<file path="src/design/pol_pkg.sv">
// Package for the positional ordered list: sizes, command and status codes,
// and the control/status structs between controller and datapath.
// No dependencies.
`timescale 1ns / 1ps
`default_nettype none

package pol_pkg;

  // Store size and derived widths
  localparam int unsigned Capacity = 32;
  localparam int unsigned IdxW     = $clog2(Capacity);
  localparam int unsigned CntW     = $clog2(Capacity + 1);
  localparam int unsigned FuncW    = 3;
  localparam int unsigned PosW     = 6;
  localparam int unsigned ValW     = 32;
  localparam int unsigned StatW    = 2;
  localparam int unsigned LenW     = 6;
  localparam int unsigned CmpW     = ((CntW > PosW) ? CntW : PosW) + 1;

  // Command codes; other codes are a no-op
  typedef enum logic [FuncW-1:0] {
    FUNC_INSERT    = 3'd0,
    FUNC_DELETE    = 3'd1,
    FUNC_DEL_FIRST = 3'd2,
    FUNC_DEL_LAST  = 3'd3,
    FUNC_READ_ALL  = 3'd4
  } func_e;

  // Result status codes
  typedef enum logic [StatW-1:0] {
    ST_OK     = 2'd0,
    ST_BADPOS = 2'd1,
    ST_FULL   = 2'd2,
    ST_EMPTY  = 2'd3
  } status_e;

  // Controller states
  typedef enum logic [1:0] {
    S_IDLE,
    S_EXEC,
    S_READ
  } state_e;

  // Commands from controller to datapath
  typedef struct packed {
    logic latch;      // capture the command beat
    logic exec;       // execute the command, load its single result
    logic read_load;  // load the next entry of a read-all
  } pol_ctrl_t;

  // Status from datapath to controller
  typedef struct packed {
    logic out_free;       // output register can take a result this cycle
    logic read_nonempty;  // latched command is read-all on a non-empty list
    logic read_last;      // read pointer is at the final entry
  } pol_stat_t;

endpackage

`default_nettype wire

</file>
<file path="src/design/pol_cmd_if.sv">
// Command channel: valid/ready handshake with func, position and value.
// Depends on pol_pkg for field widths.
`timescale 1ns / 1ps
`default_nettype none

interface pol_cmd_if;
  logic                                valid;
  logic                                ready;
  logic        [pol_pkg::FuncW-1:0]    func;
  logic        [pol_pkg::PosW-1:0]     position;
  logic signed [pol_pkg::ValW-1:0]     value;

  modport source (output valid, func, position, value, input ready);
  modport sink   (input valid, func, position, value, output ready);
endinterface

`default_nettype wire

</file>
<file path="src/design/pol_rsp_if.sv">
// Result channel: valid/ready handshake with status, entry and length.
// Depends on pol_pkg for field widths.
`timescale 1ns / 1ps
`default_nettype none

interface pol_rsp_if;
  logic                                valid;
  logic                                ready;
  logic        [pol_pkg::StatW-1:0]    status;
  logic signed [pol_pkg::ValW-1:0]     entry_value;
  logic                                entry_valid;
  logic        [pol_pkg::LenW-1:0]     length;
  logic                                last;

  modport source (output valid, status, entry_value, entry_valid, length, last,
                  input ready);
  modport sink   (input valid, status, entry_value, entry_valid, length, last,
                  output ready);
endinterface

`default_nettype wire

</file>
<file path="src/design/pol_ctrl.sv">
// Controller for the positional ordered list: accepts a command, runs it,
// and steps the datapath through a read-all. Depends on pol_pkg.
`timescale 1ns / 1ps
`default_nettype none

module pol_ctrl (
  input  wire logic               clk_i,
  input  wire logic               rst_ni,
  input  wire logic               cmd_valid_i,
  output logic                    cmd_ready_o,
  input  wire pol_pkg::pol_stat_t stat_i,
  output pol_pkg::pol_ctrl_t      ctrl_o
);

  pol_pkg::state_e state_q, state_d;

  // State register
  always_ff @(posedge clk_i or negedge rst_ni) begin
    if (!rst_ni) begin
      state_q <= pol_pkg::S_IDLE;
    end else begin
      state_q <= state_d;
    end
  end

  // Next state and commands
  always_comb begin
    state_d     = state_q;
    cmd_ready_o = 1'b0;
    ctrl_o      = '0;
    case (state_q)
      pol_pkg::S_IDLE: begin
        cmd_ready_o = 1'b1;
        if (cmd_valid_i) begin
          ctrl_o.latch = 1'b1;
          state_d      = pol_pkg::S_EXEC;
        end
      end
      pol_pkg::S_EXEC: begin
        // hand a non-empty read-all to the read loop
        if (stat_i.read_nonempty) begin
          state_d = pol_pkg::S_READ;
        end else if (stat_i.out_free) begin
          ctrl_o.exec = 1'b1;
          state_d     = pol_pkg::S_IDLE;
        end
      end
      pol_pkg::S_READ: begin
        // one entry per free output slot
        if (stat_i.out_free) begin
          ctrl_o.read_load = 1'b1;
          if (stat_i.read_last) begin
            state_d = pol_pkg::S_IDLE;
          end
        end
      end
      default: begin
        state_d = pol_pkg::S_IDLE;
      end
    endcase
  end

endmodule

`default_nettype wire

</file>
<file path="src/design/pol_datapath.sv">
// Datapath for the positional ordered list: command latch, entry cells that
// shift at once for insert/delete, read pointer, result register. Depends on pol_pkg.
`timescale 1ns / 1ps
`default_nettype none

module pol_datapath (
  input  wire logic                                clk_i,
  input  wire logic                                rst_ni,
  input  wire pol_pkg::pol_ctrl_t                  ctrl_i,
  output pol_pkg::pol_stat_t                       stat_o,
  input  wire logic        [pol_pkg::FuncW-1:0]    func_i,
  input  wire logic        [pol_pkg::PosW-1:0]     position_i,
  input  wire logic signed [pol_pkg::ValW-1:0]     value_i,
  output logic                                     rsp_valid_o,
  input  wire logic                                rsp_ready_i,
  output logic             [pol_pkg::StatW-1:0]    status_o,
  output logic signed      [pol_pkg::ValW-1:0]     entry_value_o,
  output logic                                     entry_valid_o,
  output logic             [pol_pkg::LenW-1:0]     length_o,
  output logic                                     last_o
);

  localparam int unsigned Cap  = pol_pkg::Capacity;
  localparam int unsigned IdxW = pol_pkg::IdxW;
  localparam int unsigned CntW = pol_pkg::CntW;
  localparam int unsigned CmpW = pol_pkg::CmpW;

  // Latched command
  logic        [pol_pkg::FuncW-1:0] func_q;
  logic        [pol_pkg::PosW-1:0]  pos_q;
  logic signed [pol_pkg::ValW-1:0]  val_q;

  // List state
  logic signed [pol_pkg::ValW-1:0] entries_q [Cap];
  logic signed [pol_pkg::ValW-1:0] entries_d [Cap];
  logic [CntW-1:0] count_q, count_d;
  logic [IdxW-1:0] rd_idx_q, rd_idx_d;

  // Result register
  logic                          rsp_valid_q, rsp_valid_d;
  pol_pkg::status_e              status_q, status_d;
  logic signed [pol_pkg::ValW-1:0] evalue_q, evalue_d;
  logic                          evalid_q, evalid_d;
  logic [pol_pkg::LenW-1:0]      len_q, len_d;
  logic                          last_q, last_d;

  // Execution helpers
  pol_pkg::status_e st;
  logic [CmpW-1:0]  pos_ext, cnt_ext;
  logic [IdxW-1:0]  ins_idx, del_idx;
  logic             do_ins, do_del;

  assign pos_ext = CmpW'(pos_q);
  assign cnt_ext = CmpW'(count_q);
  assign ins_idx = IdxW'(pos_ext - CmpW'(1));

  // Status toward the controller
  assign stat_o.out_free      = !rsp_valid_q || rsp_ready_i;
  assign stat_o.read_nonempty = (func_q == pol_pkg::FUNC_READ_ALL) && (count_q != '0);
  assign stat_o.read_last     = (CntW'(rd_idx_q) + CntW'(1)) == count_q;

  // Decode the latched command
  always_comb begin
    st      = pol_pkg::ST_OK;
    do_ins  = 1'b0;
    do_del  = 1'b0;
    del_idx = ins_idx;
    count_d = count_q;
    case (func_q)
      pol_pkg::FUNC_INSERT: begin
        if (pos_ext == '0 || pos_ext > cnt_ext + CmpW'(1)) begin
          st = pol_pkg::ST_BADPOS;
        end else if (cnt_ext >= CmpW'(Cap)) begin
          st = pol_pkg::ST_FULL;
        end else begin
          do_ins  = 1'b1;
          count_d = count_q + CntW'(1);
        end
      end
      pol_pkg::FUNC_DELETE: begin
        if (pos_ext == '0 || pos_ext > cnt_ext) begin
          st = pol_pkg::ST_BADPOS;
        end else begin
          do_del  = 1'b1;
          count_d = count_q - CntW'(1);
        end
      end
      pol_pkg::FUNC_DEL_FIRST: begin
        if (count_q == '0) begin
          st = pol_pkg::ST_EMPTY;
        end else begin
          do_del  = 1'b1;
          del_idx = '0;
          count_d = count_q - CntW'(1);
        end
      end
      pol_pkg::FUNC_DEL_LAST: begin
        if (count_q == '0) begin
          st = pol_pkg::ST_EMPTY;
        end else begin
          count_d = count_q - CntW'(1);
        end
      end
      pol_pkg::FUNC_READ_ALL: begin
        // only the empty case reaches execution
        st = pol_pkg::ST_EMPTY;
      end
      default: begin
        st = pol_pkg::ST_OK;
      end
    endcase
  end

  // Shift the cells for insert and delete
  always_comb begin
    entries_d = entries_q;
    if (ctrl_i.exec && do_ins) begin
      for (int i = 1; i < Cap; i++) begin
        if (IdxW'(i) > ins_idx) begin
          entries_d[i] = entries_q[i-1];
        end
      end
      entries_d[ins_idx] = val_q;
    end else if (ctrl_i.exec && do_del) begin
      for (int i = 0; i < Cap - 1; i++) begin
        if (IdxW'(i) >= del_idx) begin
          entries_d[i] = entries_q[i+1];
        end
      end
    end
  end

  // Read pointer
  always_comb begin
    rd_idx_d = rd_idx_q;
    if (ctrl_i.latch) begin
      rd_idx_d = '0;
    end else if (ctrl_i.read_load) begin
      rd_idx_d = rd_idx_q + IdxW'(1);
    end
  end

  // Result register: load on exec or read, drop when taken
  always_comb begin
    rsp_valid_d = rsp_valid_q;
    status_d    = status_q;
    evalue_d    = evalue_q;
    evalid_d    = evalid_q;
    len_d       = len_q;
    last_d      = last_q;
    if (ctrl_i.exec) begin
      rsp_valid_d = 1'b1;
      status_d    = st;
      evalue_d    = '0;
      evalid_d    = 1'b0;
      len_d       = pol_pkg::LenW'(count_d);
      last_d      = 1'b1;
    end else if (ctrl_i.read_load) begin
      rsp_valid_d = 1'b1;
      status_d    = pol_pkg::ST_OK;
      evalue_d    = entries_q[rd_idx_q];
      evalid_d    = 1'b1;
      len_d       = pol_pkg::LenW'(count_q);
      last_d      = stat_o.read_last;
    end else if (rsp_ready_i) begin
      rsp_valid_d = 1'b0;
    end
  end

  // Control registers
  always_ff @(posedge clk_i or negedge rst_ni) begin
    if (!rst_ni) begin
      count_q     <= '0;
      rsp_valid_q <= 1'b0;
    end else begin
      if (ctrl_i.exec) begin
        count_q <= count_d;
      end
      rsp_valid_q <= rsp_valid_d;
    end
  end

  // Payload registers
  always_ff @(posedge clk_i) begin
    if (ctrl_i.latch) begin
      func_q <= func_i;
      pos_q  <= position_i;
      val_q  <= value_i;
    end
    entries_q <= entries_d;
    rd_idx_q  <= rd_idx_d;
    status_q  <= status_d;
    evalue_q  <= evalue_d;
    evalid_q  <= evalid_d;
    len_q     <= len_d;
    last_q    <= last_d;
  end

  assign rsp_valid_o   = rsp_valid_q;
  assign status_o      = status_q;
  assign entry_value_o = evalue_q;
  assign entry_valid_o = evalid_q;
  assign length_o      = len_q;
  assign last_o        = last_q;

endmodule

`default_nettype wire

</file>
<file path="src/design/positional_ordered_list.sv">
// Top level of the positional ordered list: joins controller and datapath
// to the command and result channels. Depends on pol_pkg, pol_cmd_if, pol_rsp_if.
//
//   channel  dir  handshake       payload
//   cmd_i    in   valid / ready   func, position, value
//   rsp_o    out  valid / ready   status, entry_value, entry_valid, length, last
//
// A command is latched when its beat is accepted and runs in S_EXEC. Insert and
// delete shift the later cells at once as the command runs. Read-all emits one beat
// per stored entry, one per cycle while the result channel takes them.
// Reset empties the list; no clearing pass is needed. A stalled result holds
// the controller; the next command is accepted while the last result waits.
`timescale 1ns / 1ps
`default_nettype none

module positional_ordered_list (
  input  wire logic clk_i,
  input  wire logic rst_ni,
  pol_cmd_if.sink   cmd_i,
  pol_rsp_if.source rsp_o
);

  pol_pkg::pol_ctrl_t ctrl;
  pol_pkg::pol_stat_t stat;

  // Sequencer
  pol_ctrl u_ctrl (
    .clk_i       (clk_i),
    .rst_ni      (rst_ni),
    .cmd_valid_i (cmd_i.valid),
    .cmd_ready_o (cmd_i.ready),
    .stat_i      (stat),
    .ctrl_o      (ctrl)
  );

  // List storage and result register
  pol_datapath u_datapath (
    .clk_i         (clk_i),
    .rst_ni        (rst_ni),
    .ctrl_i        (ctrl),
    .stat_o        (stat),
    .func_i        (cmd_i.func),
    .position_i    (cmd_i.position),
    .value_i       (cmd_i.value),
    .rsp_valid_o   (rsp_o.valid),
    .rsp_ready_i   (rsp_o.ready),
    .status_o      (rsp_o.status),
    .entry_value_o (rsp_o.entry_value),
    .entry_valid_o (rsp_o.entry_valid),
    .length_o      (rsp_o.length),
    .last_o        (rsp_o.last)
  );

endmodule

`default_nettype wire
</file>
<file path="src/flat_wrapper.sv">
// flat-port wrapper written by rule: the top's interface ports become plain ports
module positional_ordered_list_flat 
  (clk_i, rst_ni, cmd_i_valid, cmd_i_func, cmd_i_position, cmd_i_value, cmd_i_ready, rsp_o_valid, rsp_o_status, rsp_o_entry_value, rsp_o_entry_valid, rsp_o_length, rsp_o_last, rsp_o_ready);
  pol_cmd_if cmd_i_i ();
  pol_rsp_if rsp_o_i ();
  input  wire logic clk_i;
  input  wire logic rst_ni;
  input wire logic [$bits(cmd_i_i.valid)-1:0] cmd_i_valid;
  input wire logic [$bits(cmd_i_i.func)-1:0] cmd_i_func;
  input wire logic [$bits(cmd_i_i.position)-1:0] cmd_i_position;
  input wire logic [$bits(cmd_i_i.value)-1:0] cmd_i_value;
  output wire logic [$bits(cmd_i_i.ready)-1:0] cmd_i_ready;
  output wire logic [$bits(rsp_o_i.valid)-1:0] rsp_o_valid;
  output wire logic [$bits(rsp_o_i.status)-1:0] rsp_o_status;
  output wire logic [$bits(rsp_o_i.entry_value)-1:0] rsp_o_entry_value;
  output wire logic [$bits(rsp_o_i.entry_valid)-1:0] rsp_o_entry_valid;
  output wire logic [$bits(rsp_o_i.length)-1:0] rsp_o_length;
  output wire logic [$bits(rsp_o_i.last)-1:0] rsp_o_last;
  input wire logic [$bits(rsp_o_i.ready)-1:0] rsp_o_ready;
  assign cmd_i_i.valid = cmd_i_valid;
  assign cmd_i_i.func = cmd_i_func;
  assign cmd_i_i.position = cmd_i_position;
  assign cmd_i_i.value = cmd_i_value;
  assign cmd_i_ready = cmd_i_i.ready;
  assign rsp_o_valid = rsp_o_i.valid;
  assign rsp_o_status = rsp_o_i.status;
  assign rsp_o_entry_value = rsp_o_i.entry_value;
  assign rsp_o_entry_valid = rsp_o_i.entry_valid;
  assign rsp_o_length = rsp_o_i.length;
  assign rsp_o_last = rsp_o_i.last;
  assign rsp_o_i.ready = rsp_o_ready;
  positional_ordered_list u_core (.clk_i(clk_i), .rst_ni(rst_ni), .cmd_i(cmd_i_i), .rsp_o(rsp_o_i));
endmodule
</file>
<file path="config.mk">
export PLATFORM = sky130hd
export DESIGN_NAME = positional_ordered_list_flat
export DESIGN_NICKNAME = d
export VERILOG_FILES = /design/src/design/pol_pkg.sv /design/src/design/pol_cmd_if.sv /design/src/design/pol_rsp_if.sv /design/src/design/pol_ctrl.sv /design/src/design/pol_datapath.sv /design/src/design/positional_ordered_list.sv /design/src/flat_wrapper.sv
export SDC_FILE = /design/constraint.sdc
export NUM_CORES = 2
export LEC_CHECK = 0
export BUFFER_PORTS_ARGS = -buffer_cell sky130_fd_sc_hd__buf_2
export CAP_MARGIN = 15
export CORE_UTILIZATION = 43
export DETAILED_ROUTE_END_ITERATION = 8
export MAX_ROUTING_LAYER = met4
export PLACE_DENSITY_LB_ADDON = 0.15
export SLEW_MARGIN = 10
export SYNTH_ARGS = -nofsm -noshare
export SYNTH_HDL_FRONTEND = slang
export SYNTH_SLANG_ARGS = --single-unit
export TNS_END_PERCENT = 5
</file>
<file path="constraint.sdc">
create_clock -name clk_i -period 4.6 [get_ports clk_i]
set_clock_uncertainty 0.2 [all_clocks]
set_input_delay 0.23 -clock clk_i [delete_from_list [all_inputs] [get_ports clk_i]]
set_output_delay 0.23 -clock clk_i [all_outputs]
set_load 0.02 [all_outputs]
</file>
# Word-level counts from Yosys, hierarchy flattened
# Index checks and enable logic that the tools add are counted.
# Widths: inputs -> output; s select.
dict set report classes {
  n_addsub 6
  n_lt_le_gt_ge 68
  eq_ne 11
  n_mux 139
  bitwise 2
  reduce_logical 80
}
# op n
set op_table {}
lappend op_table {{$mux 32} 96}
lappend op_table {{$mux 992} 2}
lappend op_table {{$bwmux 1024} 1}
lappend op_table {{$bmux 32 s5} 1}
lappend op_table {{$demux 32 s5} 1}
lappend op_table {{$gt 5x5->1 const A} 16}
lappend op_table {{$ge 5x5->1 const A} 15}
lappend op_table {{$reduce_bool 2->1} 33}
lappend op_table {{$reduce_and 2->1} 31}
lappend op_table {{$ge 4x5->1 const A} 8}
lappend op_table {{$gt 4x5->1 const A} 8}
lappend op_table {{$mux 6} 6}
lappend op_table {{$ge 3x5->1 const A} 4}
lappend op_table {{$gt 3x5->1 const A} 4}
lappend op_table {{$mux 2} 10}
lappend op_table {{$ge 6x6->1 const B} 3}
lappend op_table {{$pmux 6 s3} 1}
lappend op_table {{$mux 1} 16}
lappend op_table {{$not 5->6} 2}
lappend op_table {{$ge 1x5->1 const A} 2}
lappend op_table {{$ge 2x5->1 const A} 2}
lappend op_table {{$gt 2x5->1 const A} 2}
lappend op_table {{$mux 5} 2}
lappend op_table {{$pmux 2 s4} 1}
lappend op_table {{32 further kinds} 39}
dict set report word_totals {
  register_bits 1121
  output_inout_bits 44
}

# Depth between registers and ports, before layout
dict set report depth {
  ltp_word 9
  ltp_mapped 14
  depth_no_buf 11
}

# Modules after synthesis
# A second synthesis with hierarchy kept.
dict set report unflattened {
  cells_unflattened 6229
  hier_area_um2 64782.1
}
# module instances cells_each area_per_inst_um2
set by_module_without_submodules {}
lappend by_module_without_submodules {pol_datapath 1 6217 64648.3}
lappend by_module_without_submodules {pol_ctrl 1 12 133.9}

# Least setup slack after synthesis
# Ideal clock, no wire load.
dict set report synth_timing {
  path_kind {reg-to-reg}
  startpoint {register u_core.u_datapath.count_q[5]}
  endpoint {register u_core.u_datapath.entries_q[448] (netlist bit) (enable)}
  setup_ns 0.466
  arrival_ns 4.429
  setup_slack_ns -0.494
  stages_incl_launch_ff 11
  n_path_buf 2
  synth_period_minus_slack_ns 5.094
  path_cell_list {dfrtp_1 > clkbuf_1 > clkbuf_1 > inv_1 > ha_1 > nand4_1 > a211oi_1 > nand2_1 > a31oi_2 > inv_1 > o21ai_0}
}
dict set report synth_between {
  elab_chain_len 8
  word_cells_on_any_way 25
}
# item line_no
set synth_rtl {}
lappend synth_rtl {{start: declaration} pol_datapath.sv:36} ;# logic [CntW-1:0] count_q, count_d;
lappend synth_rtl {{start signal: assignment} pol_datapath.sv:177} ;# count_q <= count_d;
lappend synth_rtl {{$add 6x1->7} pol_datapath.sv:71} ;# if (pos_ext == '0 || pos_ext > cnt_ext + CmpW'(1)) begin
lappend synth_rtl {{$gt 6x7->1} pol_datapath.sv:71}
lappend synth_rtl {{$logic_or 1x1->1} pol_datapath.sv:71}
lappend synth_rtl {{$mux 1} pol_datapath.sv:71}
lappend synth_rtl {{$mux 1} pol_datapath.sv:69} ;# case (func_q)
lappend synth_rtl {{$logic_and 1x1->1} pol_datapath.sv:117} ;# if (ctrl_i.exec && do_ins) begin
lappend synth_rtl {{$reduce_bool 2->1 (no source line)} n/a}
lappend synth_rtl {{$reduce_and 2->1 (no source line) (*)} n/a}
lappend synth_rtl {{end signal: assignment} pol_datapath.sv:190} ;# entries_q <= entries_d;
lappend synth_rtl {{end: declaration} pol_datapath.sv:34} ;# logic signed [pol_pkg::ValW-1:0] entries_q [Cap];
# Every way passes the cells marked *; elsewhere a longest branch is shown, timed or not.
# A chain may end at the register's enable or synchronous reset.

# Final worst setup path
dict set report layout_timing {
  startpoint {register u_core.u_datapath.count_q[2]}
  endpoint {register u_core.u_datapath.entries_q[169] (netlist bit) (enable)}
}
# Same word-level chain as after synthesis.

==> out/results.txt <==
most used flip-flop cell after synthesis = edfxtp_1
Max VDD drop = 0.000389 V
first-pass GRT wire length = 352000 microns
max cap viols = 0
largest net degree at the start of global routing = 226
total power = 34.5 mW
Die X = 391 microns
vias in the first global route = 52539
CTS tree = yes
IO Count = 89
cts repair resizes = 0
Slowest cell on crit path = buf_4
LEAKAGE = 24.3 nW
CTS Sinks = 1121
GRT Overall Usage = 31.5%
maximum clock path buffer count = 3
Clock Pin Slew Worst Setup and Hold Paths = 0.06 ns
clk_lat worst skew = 0.80 ns
Post-route DRC = 0
Worst slew margin = 17.4%
Slew @ Worst Pin = 1.24 ns
critical path's most frequent cell = nand3_1
initial antenna violation count = 4
GR Overflow Total = 0
CP Cell Sequence = nand3_1, nor3_1, xnor2_1, ha_1, nand3_1, o22ai_1, and2_1, o21ai_4, inv_2, buf_4, o21ai_1, nand2_2, buf_12
Hold Crit Class = reg -> reg
DP HPWL = 147000 microns
Setup crit start kind = register
switching share of total power = 36.0%
final setup fails = 0
Buffers on Ports = 88
worst-path maximum fanout = 34
cells after synthesis = 6325
wirelength, routed = 238000 microns
Combinational Power Share = 30.8%
CP peak stage delay = 0.65 ns
starting density of the core = 43.4%
Syn Nets = 6391
Tcrit/Tclk final = 92.4%
TritonCTS Buffers = 131
Routed Antenna Nets = 0
Pint = 22.1 mW
RSZ-0062 raised after global routing = no
Area growth syn-to-layout = 12.1%
die height = 391 microns
core footprint = 150000 sq um
placed insts = 7961
routed len/inst = 28.8 microns
H-tree levels = 4
pins over their slew limit = 0
Crit path required time = 4.85 ns
Netlist cell types = 86
Synth Warn # = 0
sequential share of power = 39.4%
Cell Area, Synth = 65200 sq um
Setup crit end kind = register
fillcell total = 13526
Clk pwr share = 29.8%
drt pass-1 iters = 8
Tmin final = 4.25 ns
kind of critical path = reg -> reg
Avg Inst Size Synth = 10.3 sq um
Async SR Flop Fraction = 0.803%
RePlAce Congestion = 0.902
Power Density = 472 nW/um^2
initial DRC count = 7030
layout cells sized above 1 = 14.9%
CTS root buf = clkbuf_16
Seq/Total Area, Yosys = 50.9%
Max Freq = 235 MHz
non-filler cells, final = 8283
net switching power = 12.4 mW
Seq cells post-synth = 1121
Hold Violations, Final = 0
outcome = finished, final reports clean
Critical Path AT = 4.50 ns
vias per cell = 6.64
Rows = 142
fin nets = 6231
Post-synth EDFFs = 1073
die area = 153000 sq um
DR vias = 54964
-- per-stage QoR --
step           hold WS (ns)  util [%]  TNS, ns  instance area [sq um]  worst slack, ns
2_1_floorplan        -0.266         -   -89.60                  65200           -0.494
4_1_cts               0.236      48.7        0                  73100            0.503
6_report              0.257      48.7        0                  73100            0.348
3_3_place_gp        -0.0738      45.4        0                  68200            0.591
5_1_grt               0.298      48.7        0                  73100            0.280
3_5_place_dp        -0.0770      45.4        0                  68200            0.540
-- worst paths after layout --
kind / start / end / slack (ns) / cells past startpoint
max reg2reg: u_core.u_datapath.count_q[2] / u_core.u_datapath.entries_q[169] / 0.35 / 13
min in group asynchronous: rst_ni / u_core.u_datapath.count_q[3] / 0.32 / 3
min reg2reg: u_core.u_datapath.entry_value_o[20] / u_core.u_datapath.entry_value_o[20] / 0.26 / 1
max in group asynchronous: rst_ni / u_core.u_datapath.count_q[0] / 3.54 / 3
max: u_core.u_datapath.count_q[2] / u_core.u_datapath.entries_q[169] / 0.35 / 13
min: u_core.u_datapath.entry_value_o[20] / u_core.u_datapath.entry_value_o[20] / 0.26 / 1
-- worst max-delay path: cells and delay by family (launching register included) --
family                     cells  cell delay (ns)
DFF                            1             0.53
xor gates and xnor gates       1             0.13
buffers and inverters          3             1.04
AOI/OAI and AO/OA              3             0.60
adders and majority gates      1             0.31
and+or+nand+nor                5             1.05
-- final cells by class --
type                       count  area [sq um]  area share [%]
antenna                        2          5.00         0.00684
clock inverter                64           569           0.778
multi-input combinational   4442         29200            39.9
sequential                  1121         33200            45.5
timing repair buffer         418          3920            5.37
inverter                      51           191           0.262
clock buffer                 169          3500            4.79
tap                         2016          2520            3.45
-- timing repair --
item / CTS / global route
hold buffers: 87 / 0
setup buffers: 0 / 0
endpoints found under the hold margin: 77 / 0
endpoints found under the setup margin: 0 / 0
-- flip-flops by register name, summed over array words and instances, names as in the netlist --
register and count:
u_core.u_datapath.last_o 1, u_core.u_datapath.func_q 3, u_core.u_datapath.entry_value_o 32, u_core.u_ctrl.state_q 2
u_core.u_datapath.entry_valid_o 1, u_core.u_datapath.pos_q 6, u_core.u_datapath.entries_q 1024, u_core.u_datapath.rsp_valid_o 1
u_core.u_datapath.status_o 2, u_core.u_datapath.length_o 6, u_core.u_datapath.count_q 6, u_core.u_datapath.val_q 32
u_core.u_datapath.rd_idx_q 5
-- per-layer routing --
metal  global-route usage [%]  part of all wire (%)  up-vias
met5                        -                     0        -
met3                     4.48                   8.6      499
met2                     48.4                    47     3002
met4                     11.9                   3.7        0
li1                         -                     -    23694
met1                     42.4                    41    27769
-- cells by family (layout without fill, tap and decap cells) --
family	Yosys count	after routing	share of synthesized area (%)
AO/OA/AOI/OAI	1856	1856	18.3
XOR/XNOR	23	23	0.332
adder cells (fa/ha/maj)	21	21	0.403
buffers and inverters	762	702	4.92
flip-flops	1121	1121	50.9
multiplexers	353	353	10.4
other	0	2	0
AND/OR/NAND/NOR	2189	2189	14.6
-- power by group through the flow --
stage	registers [mW]	clock network (mW)	logic [mW]
2_1_floorplan	13.4	0	6.89
3_3_place_gp	13.8	0	10.3
3_5_place_dp	13.7	0	10.4
4_1_cts	13.5	10.4	10.5
5_1_grt	13.7	10.8	11.4
6_report	13.6	10.3	10.6
-- synth_stat cells (all sizes together) (4+ instances only) --
| cell | instances | area, sq um |
|---|---|---|
| a211o | 31 | 272 |
| a211oi | 127 | 958 |
| a21oi | 187 | 943 |
| a22o | 33 | 289 |
| a22oi | 452 | 3540 |
| a31oi | 421 | 2640 |
| and2 | 11 | 68.8 |
| and3 | 9 | 56.3 |
| buf | 239 | 1240 |
| clkbuf | 472 | 1770 |
| dfrtp | 9 | 225 |
| dfxtp | 39 | 781 |
| edfxtp | 1073 | 32200 |
| ha | 21 | 263 |
| inv | 50 | 188 |
| mux2 | 32 | 360 |
| mux2i | 63 | 631 |
| mux4 | 258 | 5810 |
| nand2 | 966 | 3630 |
| nand2b | 8 | 50.1 |
| nand3 | 411 | 2060 |
| nand4 | 36 | 225 |
| nor2 | 555 | 2100 |
| nor2b | 76 | 478 |
| nor3 | 20 | 126 |
| nor3b | 69 | 551 |
| o211ai | 4 | 30.0 |
| o21a | 5 | 37.5 |
| o21ai | 550 | 2780 |
| o22ai | 14 | 93.8 |
| or2 | 8 | 50.1 |
| or3 | 8 | 50.1 |
| xnor2 | 18 | 173 |
| xor2 | 5 | 43.8 |
-- cells in the final DEF (no fill, tap or decap), drive strengths merged, types with 33 or more instances in the layout --
master and count:
clkinv 50, clkbuf 169, nand4 36, a211oi 127, a21oi 187, a22o 33
inv 56, o21ai 550, a22oi 452, mux4 258, nor2b 76, dfxtp 39
a31oi 421, buf 331, nor2 555, dlygate4sd3 87, nand2 966, nand3 411
nor3b 69, mux2i 63, edfxtp 1073
Note: power is estimated with default switching activity, not from simulation.
